File: config.mk
export PLATFORM = sky130hd
export DESIGN_NAME = mjd_bcd_datetime_decoder
export DESIGN_NICKNAME = d
export VERILOG_FILES = /design/src/rtl/mjd_pkg.sv /design/src/rtl/mjd_bcd_datetime_decoder.sv
export SDC_FILE = /design/constraint.sdc
export NUM_CORES = 2
export LEC_CHECK = 0
export BUFFER_PORTS_ARGS = -buffer_cell sky130_fd_sc_hd__buf_2
export CORE_ASPECT_RATIO = 1.75
export CORE_MARGIN = 2
export CORE_UTILIZATION = 55
export CTS_BUF_LIST = sky130_fd_sc_hd__clkbuf_8
export CTS_CLUSTER_DIAMETER = 40
export DETAILED_ROUTE_END_ITERATION = 6
export GPL_TIMING_DRIVEN = 0
export MAX_ROUTING_LAYER = met4
export PLACE_DENSITY = 0.71
export SYNTH_ARGS = -nofsm -noshare
export SYNTH_HDL_FRONTEND = slang
export SYNTH_SLANG_ARGS = --single-unit
export TNS_END_PERCENT = 1
File: constraint.sdc
create_clock -name aclk -period 69.8 [get_ports aclk]
set_clock_uncertainty 0.05 [all_clocks]
set_input_delay 13.96 -clock aclk [delete_from_list [all_inputs] [get_ports aclk]]
set_output_delay 13.96 -clock aclk [all_outputs]
set_load 0.02 [all_outputs]
File: src/rtl/mjd_pkg.sv
// mjd_pkg: constants and tables for the mjd / bcd date-time decoder
// scaled-integer forms of the annex formula constants and reciprocal multipliers
// no dependencies
package mjd_pkg;

    localparam logic [15:0] MJD_FIRST_VALID = 16'd15079;

    // x100 scaling for the year estimate
    localparam logic [22:0] MJD_SCALE_Y     = 23'd100;
    localparam logic [22:0] YEAR_OFFSET_X100 = 23'd1507820;
    localparam logic [15:0] DAYS_YEAR_X100  = 16'd36525;
    localparam logic [16:0] RECIP_YEAR      = 17'd117589;

    // x10000 scaling for the month estimate
    localparam logic [29:0] MJD_SCALE_M      = 30'd10000;
    localparam logic [29:0] MONTH_OFFSET_X1E4 = 30'd149561000;
    localparam logic [18:0] DAYS_MONTH_X1E4  = 19'd306001;
    localparam logic [13:0] RECIP_MONTH      = 14'd14035;

    localparam logic [15:0] DAY_OFFSET       = 16'd14956;
    localparam logic [10:0] YEAR_BASE        = 11'd1900;

    // floor(m * 30.6001) for month estimates 0..16
    function automatic logic [8:0] month_days(input logic [4:0] mp);
        logic [8:0] res;
        case (mp)
            5'd0:    res = 9'd0;
            5'd1:    res = 9'd30;
            5'd2:    res = 9'd61;
            5'd3:    res = 9'd91;
            5'd4:    res = 9'd122;
            5'd5:    res = 9'd153;
            5'd6:    res = 9'd183;
            5'd7:    res = 9'd214;
            5'd8:    res = 9'd244;
            5'd9:    res = 9'd275;
            5'd10:   res = 9'd306;
            5'd11:   res = 9'd336;
            5'd12:   res = 9'd367;
            5'd13:   res = 9'd397;
            5'd14:   res = 9'd428;
            5'd15:   res = 9'd459;
            5'd16:   res = 9'd489;
            default: res = 9'd0;
        endcase
        return res;
    endfunction

    function automatic logic [7:0] bcd_byte(input logic [7:0] b);
        return ({4'd0, b[7:4]} * 8'd10) + {4'd0, b[3:0]};
    endfunction

endpackage

File: src/rtl/mjd_bcd_datetime_decoder.sv
// mjd_bcd_datetime_decoder: modified julian date to year / month / day, bcd time to binary
// eight-stage pipeline of constant-divisor arithmetic; uses mjd_pkg
// no submodules
//
// Accepts one beat per clock and returns one result beat per input beat, in order.
// A result reaches the m_ side through stage registers a to g and the output register:
// two reciprocal-multiply divisions (year and month), each with a one-step remainder
// correction, set the stage count. A stall on m_ready freezes the whole pipeline, so
// s_ready follows m_ready while the output register is full. Day numbers below 15079
// give zero date fields with m_before_range set; the time bytes are decoded regardless.
module mjd_bcd_datetime_decoder
    import mjd_pkg::*;
(
    input  logic        aclk,
    input  logic        aresetn,
    input  logic        s_valid,
    output logic        s_ready,
    input  logic [15:0] s_day_number,
    input  logic [23:0] s_bcd_time,
    output logic        m_valid,
    input  logic        m_ready,
    output logic [10:0] m_year,
    output logic [3:0]  m_month,
    output logic [4:0]  m_day,
    output logic [7:0]  m_hour,
    output logic [7:0]  m_minute,
    output logic [7:0]  m_second,
    output logic        m_before_range
);

    typedef struct packed {
        logic [15:0] mjd;
        logic        flag;
        logic [7:0]  hour;
        logic [7:0]  minute;
        logic [7:0]  second;
    } side_t;

    logic en;
    logic [6:0] v_reg;
    logic       m_valid_reg;

    // stage a
    side_t       a_side_reg, a_side_next;
    logic [22:0] a_n_reg, a_n_next;
    // stage b
    side_t       b_side_reg;
    logic [22:0] b_n_reg;
    logic [7:0]  b_q0_reg, b_q0_next;
    logic [39:0] b_prod;
    // stage c
    side_t       c_side_reg;
    logic [7:0]  c_yp_reg, c_yp_next;
    logic [23:0] c_rem;
    // stage d
    side_t       d_side_reg;
    logic [7:0]  d_yp_reg;
    logic [15:0] d_d1_reg, d_d1_next;
    logic [15:0] d_ydays;
    // stage e
    side_t       e_side_reg;
    logic [7:0]  e_yp_reg;
    logic [15:0] e_d1_reg;
    logic [22:0] e_num_reg, e_num_next;
    logic [29:0] e_prod;
    // stage f
    side_t       f_side_reg;
    logic [7:0]  f_yp_reg;
    logic [15:0] f_d1_reg;
    logic [22:0] f_num_reg;
    logic [4:0]  f_mq0_reg, f_mq0_next;
    logic [36:0] f_prod;
    // stage g
    side_t       g_side_reg;
    logic [7:0]  g_yp_reg;
    logic [15:0] g_d1_reg;
    logic [4:0]  g_mp_reg, g_mp_next;
    logic [23:0] g_rem;
    // output
    logic [10:0] year_reg, year_next;
    logic [3:0]  month_reg, month_next;
    logic [4:0]  day_reg, day_next;
    logic [7:0]  hour_reg, minute_reg, second_reg;
    logic        flag_reg;
    logic        k;
    logic [16:0] dd;
    logic [5:0]  mm;

    assign en      = !m_valid_reg || m_ready;
    assign s_ready = en;

    always_ff @(posedge aclk) begin
        if (!aresetn) begin
            v_reg       <= '0;
            m_valid_reg <= 1'b0;
        end else if (en) begin
            v_reg       <= {v_reg[5:0], s_valid};
            m_valid_reg <= v_reg[6];
        end
    end

    // stage a: bcd decode, range check, scaled year numerator
    always_comb begin
        a_side_next.mjd    = s_day_number;
        a_side_next.flag   = s_day_number < MJD_FIRST_VALID;
        a_side_next.hour   = bcd_byte(s_bcd_time[23:16]);
        a_side_next.minute = bcd_byte(s_bcd_time[15:8]);
        a_side_next.second = bcd_byte(s_bcd_time[7:0]);
        if (a_side_next.flag) begin
            a_n_next = '0;
        end else begin
            a_n_next = ({7'd0, s_day_number} * MJD_SCALE_Y) - YEAR_OFFSET_X100;
        end
    end

    // stage b: year quotient estimate, low by at most one
    assign b_prod    = {17'd0, a_n_reg} * {23'd0, RECIP_YEAR};
    assign b_q0_next = b_prod[39:32];

    // stage c: remainder correction
    assign c_rem     = {1'b0, b_n_reg} - ({16'd0, b_q0_reg} * {8'd0, DAYS_YEAR_X100});
    assign c_yp_next = (c_rem >= {8'd0, DAYS_YEAR_X100}) ? b_q0_reg + 8'd1 : b_q0_reg;

    // stage d: whole days in elapsed years
    assign d_ydays   = ({8'd0, c_yp_reg} * 16'd365) + {10'd0, c_yp_reg[7:2]};
    assign d_d1_next = c_side_reg.mjd - d_ydays;

    // stage e: scaled month numerator, clamped at zero
    assign e_prod = {14'd0, d_d1_reg} * MJD_SCALE_M;
    always_comb begin
        if (d_side_reg.flag || e_prod <= MONTH_OFFSET_X1E4) begin
            e_num_next = '0;
        end else begin
            e_num_next = 23'(e_prod - MONTH_OFFSET_X1E4);
        end
    end

    // stage f: month quotient estimate
    assign f_prod     = {14'd0, e_num_reg} * {23'd0, RECIP_MONTH};
    assign f_mq0_next = f_prod[36:32];

    // stage g: remainder correction
    assign g_rem     = {1'b0, f_num_reg} - ({19'd0, f_mq0_reg} * {5'd0, DAYS_MONTH_X1E4});
    assign g_mp_next = (g_rem >= {5'd0, DAYS_MONTH_X1E4}) ? f_mq0_reg + 5'd1 : f_mq0_reg;

    // output stage: day, year and month adjust
    always_comb begin
        k  = (g_mp_reg == 5'd14) || (g_mp_reg == 5'd15);
        dd = {1'b0, g_d1_reg} - {1'b0, DAY_OFFSET} - {8'd0, month_days(g_mp_reg)};
        mm = {1'b0, g_mp_reg} - 6'd1 - (k ? 6'd12 : 6'd0);
        if (g_side_reg.flag) begin
            year_next  = '0;
            month_next = '0;
            day_next   = '0;
        end else begin
            year_next  = {3'd0, g_yp_reg} + YEAR_BASE + {10'd0, k};
            month_next = mm[5] ? 4'd0 : mm[3:0];
            day_next   = dd[16] ? 5'd0 : dd[4:0];
        end
    end

    always_ff @(posedge aclk) begin
        if (en) begin
            a_side_reg <= a_side_next;
            a_n_reg    <= a_n_next;
            b_side_reg <= a_side_reg;
            b_n_reg    <= a_n_reg;
            b_q0_reg   <= b_q0_next;
            c_side_reg <= b_side_reg;
            c_yp_reg   <= c_yp_next;
            d_side_reg <= c_side_reg;
            d_yp_reg   <= c_yp_reg;
            d_d1_reg   <= d_d1_next;
            e_side_reg <= d_side_reg;
            e_yp_reg   <= d_yp_reg;
            e_d1_reg   <= d_d1_reg;
            e_num_reg  <= e_num_next;
            f_side_reg <= e_side_reg;
            f_yp_reg   <= e_yp_reg;
            f_d1_reg   <= e_d1_reg;
            f_num_reg  <= e_num_reg;
            f_mq0_reg  <= f_mq0_next;
            g_side_reg <= f_side_reg;
            g_yp_reg   <= f_yp_reg;
            g_d1_reg   <= f_d1_reg;
            g_mp_reg   <= g_mp_next;
            year_reg   <= year_next;
            month_reg  <= month_next;
            day_reg    <= day_next;
            hour_reg   <= g_side_reg.hour;
            minute_reg <= g_side_reg.minute;
            second_reg <= g_side_reg.second;
            flag_reg   <= g_side_reg.flag;
        end
    end

    assign m_valid        = m_valid_reg;
    assign m_year         = year_reg;
    assign m_month        = month_reg;
    assign m_day          = day_reg;
    assign m_hour         = hour_reg;
    assign m_minute       = minute_reg;
    assign m_second       = second_reg;
    assign m_before_range = flag_reg;

    a_flag_zero: assert property (@(posedge aclk) disable iff (!aresetn)
        m_valid && m_before_range |-> m_year == 11'd0 && m_month == 4'd0 && m_day == 5'd0)
        else $error("date fields not zero for early day number");

    a_year_span: assert property (@(posedge aclk) disable iff (!aresetn)
        m_valid && !m_before_range |-> m_year >= 11'd1900 && m_year <= 11'd2038)
        else $error("year out of span");

    a_month_span: assert property (@(posedge aclk) disable iff (!aresetn)
        m_valid && !m_before_range |-> m_month >= 4'd1 && m_month <= 4'd12)
        else $error("month out of span");

    a_day_span: assert property (@(posedge aclk) disable iff (!aresetn)
        m_valid && !m_before_range |-> m_day >= 5'd1)
        else $error("day of month is zero");

    a_stall_hold: assert property (@(posedge aclk) disable iff (!aresetn)
        !en |=> $stable(v_reg))
        else $error("pipeline moved during stall");

endmodule
# Word level (Yosys, flattened, before mapping)
# Memory sizes are Yosys's and may differ from the RTL's. A register that Yosys moved wholly into a read port is not among the register bits.
# Cells that the tools add are included.
[op_classes]
magnitude_cmp = 4
mul = 10
n_addsub = 17
n_mux = 4
n_eq_ne = 2
n_reduce_logical = 6
[op_table]
columns = ["operator", "n"]
rows = [
  ["$sub 23x24->24", 2],
  ["$mul 23x17->40 const B", 1],
  ["$mul 23x14->37 const B", 1],
  ["$le 30x28->1 const B", 1],
  ["$mul 16x10->26 const B", 1],
  ["$add 8x4->8", 3],
  ["$ge 24x16->1 const B", 1],
  ["$ge 24x19->1 const B", 1],
  ["$mul 5x19->24 const B", 1],
  ["$mul 8x16->24 const B", 1],
  ["$sub 23x21->23 const B", 1],
  ["$sub 23x23->23 const B", 1],
  ["$mul 16x5->21 const B", 1],
  ["$mul 4x3->7 const B", 3],
  ["$sub 16x14->17 const B", 1],
  ["$sub 17x9->17", 1],
  ["$add 16x6->16", 1],
  ["$lt 16x14->1 const B", 1],
  ["$mul 8x9->16 const B", 1],
  ["$sub 16x16->16", 1],
  ["$add 10x2->11", 1],
  ["$add 9x9->10 const B", 1],
  ["$eq 5x4->1 const B", 2],
  ["$mux 5", 2],
  ["other kinds (9)", 12],
]
[totals]
elab_cells = 100
mem_count = 1
rom_bits = 288
regBits = 490
output_inout_bits = 47
[memory_table]
columns = ["name", "words", "width", "read_ports", "rd_ports_with_merged_regs", "wr", "line", "rtl"]
rows = [
  ["(no name shown)", 32, 9, 1, 1, 0, "mjd_pkg.sv:26", "case (mp)"],
]

# Depth between registers and ports, before layout
[depth]
ltp_word = 5
ltp_mapped = 25

# Least setup slack after synthesis
# Ideal clock, no wire load.
[synth_path]
path_type = "input port to output port"
start = "in m_ready"
end = "out s_ready"
arrival_ns = 27.224
stages = 3
slack_ns = 28.566
path_cell_list = "nor2b_1 inv_1 clkbuf_1"
[synth_via]
elab_chain_cells = 1
[synth_lines]
columns = ["element", "line", "rtl"]
rows = [
  ["start, declared", "mjd_bcd_datetime_decoder.sv:21", "input logic m_ready,"],
  ["$logic_or 1x1->1", "mjd_bcd_datetime_decoder.sv:89", "assign en = !m_valid_reg || m_ready;"],
  ["end, declared", "mjd_bcd_datetime_decoder.sv:17", "output logic s_ready,"],
]
# Every way passes these cells.

# Final worst setup path
# Ends and elaborated chain as after synthesis.

==> out/qor.csv <==
stage,metric,value,unit
synth,synth_nets,4517,
setup_path,crit_type,in2out,
timing,worst_pin_slew,786,ps
synth,ys_seq_area_share,35.7,%
timing,layout_min_cycle_time,29440,ps
synth,synth_ff_type,edfxtp_1,
clock_tree,post-cts-setup-buffer-count,0,
global_routing,antenna_found_initial,1,
route,drt-initial-drc-count,884,
setup_path,start_kind,input pin,
timing,rsz0062_at_grt,false,
floorplanning,die_w,210,um
setup_path,cpPeakStageDelay,390,ps
synth,ys_warn_count,0,
synth,synth_seq_cells,489,
route,viasPerCell,5.23,
route,wl_met3,1670,um
timing,slew_headroom,47.6,%
route,dr_wl_met2,42200,um
placement,hpwl,59600,um
global_routing,grt_max_degree,75,
clock_tree,insertion_delay,670,ps
timing,timing.final.max_slew_violations,0,
route,vias,23800,
setup_path,endpoint_kind,primary output,
final_layout,area_growth,8.14,%
global_routing,globalRouteTotalUtil,20.5,%
floorplanning,start_util,55.2,%
floorplanning,num_io_pins,91,
job,maxCapViolations,0,
global_routing,grt_overflow,0,
timing,hold_viol_final,0,
placement,port_buffers,90,
clock_tree,clockBufferDepth,3,
global_routing,grt_first_pass_wirelength,121000,um
setup_path,crit_chain,"buf_2, nor2b_1, inv_1, clkbuf_4, buf_16, buf_2",
clock_tree,cts.sinks,489,
synth,syn_area,0.0407,mm2
floorplanning,die_area,0.0763,mm2
setup_path,required,55790,ps
placement,gp_congestion,0.929,
floorplanning,rows,132,
synth,synth_area_per_cell,12.0,um2
timing,min_period_over_period,42.2,%
setup_path,r2r_cells,19,
setup_path,worstPathMaxFanout,71,
timing,setup_viol,0,
clock_tree,h-tree-depth,3,
setup_path,crit_top_cell,buf_2,
route,top_layer,met4,
clock_tree,clk_pin_slew,60,ps
timing,fmax,34.0,MHz
clock_tree,holdBufCountCts,0,
synth,synth_cells,3378,
setup_path,slowest_stage,clkbuf_4,
setup_path,arrival,15430,ps
route,wl,71700,um
run_status,violations,DRC,
route,dr.pass1.iters,7,
synth,synth_edf_count,472,
route,drc_errors,2,
route,ant_nets,0,
clock_tree,cts_root_buf,clkbuf_8,
clock_tree,cts_tree,done,
synth,synthArstFlopShare,0,%
clock_tree,cts_buffers,77,
hold_path,min_path_type,reg2reg,
floorplanning,core_area,0.0737,mm2
final_layout,n_fill_cell,5974,
placement,dp.cells,4413,
route,wl_per_cell,15.8,um
timing,fin_hold_ws,348,ps
clock_tree,cts_resized,0,
hold_path,hold_path_depth,0,
floorplanning,die_h,364,um
final_layout,drive_gt1_share,6.90,%
final_layout,layout.nets,4693,
global_routing,first_global_vias,25900,
timing,tns,0,ps
route,drt-met1-wl,25000,um
synth,ys_types,95,
run_status,status,finished with violations,
final_layout,layoutNonFillerInstCount,4548,
## per-stage QoR
step                      area, um2  utilization, %  setup WS (ps)
after global placement        42300            57.4          22220
after CTS                     44000            59.7          40330
final                         44000            59.7          40360
after global routing          44000            59.7          40220
after floorplan               40700               -          28570
after detailed placement      42500            57.7          40340
## layout make-up
cell class,count,area [um2],share of cell area [%]
timing repair buffer,97,643,1.46
clock inverter,57,429,0.975
sequential,489,14500,33.0
inverter,793,2980,6.77
tap,938,1170,2.67
clock buffer,77,1060,2.41
multi-input combinational,2082,23100,52.6
antenna,1,2.50,0.00569
buffer,14,72.6,0.165
## worst max-delay path: cells and delay by family
| family | cells | cell delay, ps |
|---|---|---|
| buffers and inverters | 5 | 1190 |
| AND/OR/NAND/NOR | 1 | 250 |
## synthesized netlist by cell type (all sizes together), types with 8 or more instances
| cell | n | area (um2) |
|---|---|---|
| nor3b | 9 | 67.6 |
| fa | 411 | 8230 |
| a31oi | 8 | 71.3 |
| nand3 | 21 | 105 |
| a21o | 48 | 360 |
| edfxtp | 472 | 14200 |
| and3 | 18 | 113 |
| o21ai | 74 | 385 |
| nand2 | 95 | 359 |
| a311oi | 8 | 70.1 |
| o31ai | 9 | 77.6 |
| xnor2 | 103 | 910 |
| nand2b | 20 | 128 |
| buf | 8 | 43.8 |
| ha | 684 | 8560 |
| o21bai | 17 | 128 |
| or3 | 9 | 56.3 |
| a21boi | 22 | 176 |
| o21a | 29 | 218 |
| nor2b | 23 | 144 |
| inv | 793 | 2980 |
| a21oi | 111 | 559 |
| nor3 | 37 | 196 |
| and2 | 20 | 128 |
| a211oi | 13 | 97.6 |
| o211ai | 8 | 60.1 |
| xor2 | 51 | 447 |
| nor2 | 119 | 452 |
| or2 | 8 | 52.6 |
| nand4 | 11 | 75.1 |
| dfxtp | 17 | 340 |
## per-layer routing
metal | up-vias | track usage, %
met1 | 11700 | 19.8
met3 | 168 | 2.48
met2 | 290 | 40.8
li1 | 11700 | -
met5 | - | -
met4 | 0 | 8.12
## final timing paths
kind                  from       endpoint  slack, ps
max reg2reg    b_q0_reg[3]    c_yp_reg[7]      63240
min          c_side_reg[3]  d_side_reg[3]        350
max                m_ready        s_ready      40360
min reg2reg  c_side_reg[3]  d_side_reg[3]        350
## cell usage in the layout, fill, tap and decap left out, drive strengths merged, types with 21 or more instances in the layout
| cell | n |
|---|---|
| inv | 810 |
| ha | 684 |
| edfxtp | 472 |
| fa | 411 |
| nor2 | 119 |
| a21oi | 111 |
| buf | 105 |
| xnor2 | 103 |
| nand2 | 95 |
| clkbuf | 83 |
| o21ai | 74 |
| xor2 | 51 |
| a21o | 48 |
| nor3 | 37 |
| o21a | 29 |
| clkinv | 28 |
| nor2b | 23 |
| a21boi | 22 |
| nand3 | 21 |
## cells by family (layout without fill, tap and decap cells)
| group | Yosys count | after routing | synth area share (%) |
|---|---|---|---|
| adders and majority gates | 1095 | 1095 | 41.3 |
| other | 0 | 1 | 0 |
| xor gates and xnor gates | 155 | 155 | 3.39 |
| and+or+nand+nor | 402 | 402 | 4.83 |
| muxes | 11 | 11 | 0.292 |
| DFF | 489 | 489 | 35.7 |
| AOI/OAI and AO/OA | 419 | 419 | 7.07 |
| buffers and inverters | 807 | 1038 | 7.49 |
Power is not shown: default switching activity piles up to over one toggle a cycle in this logic, so the estimate is an artifact.
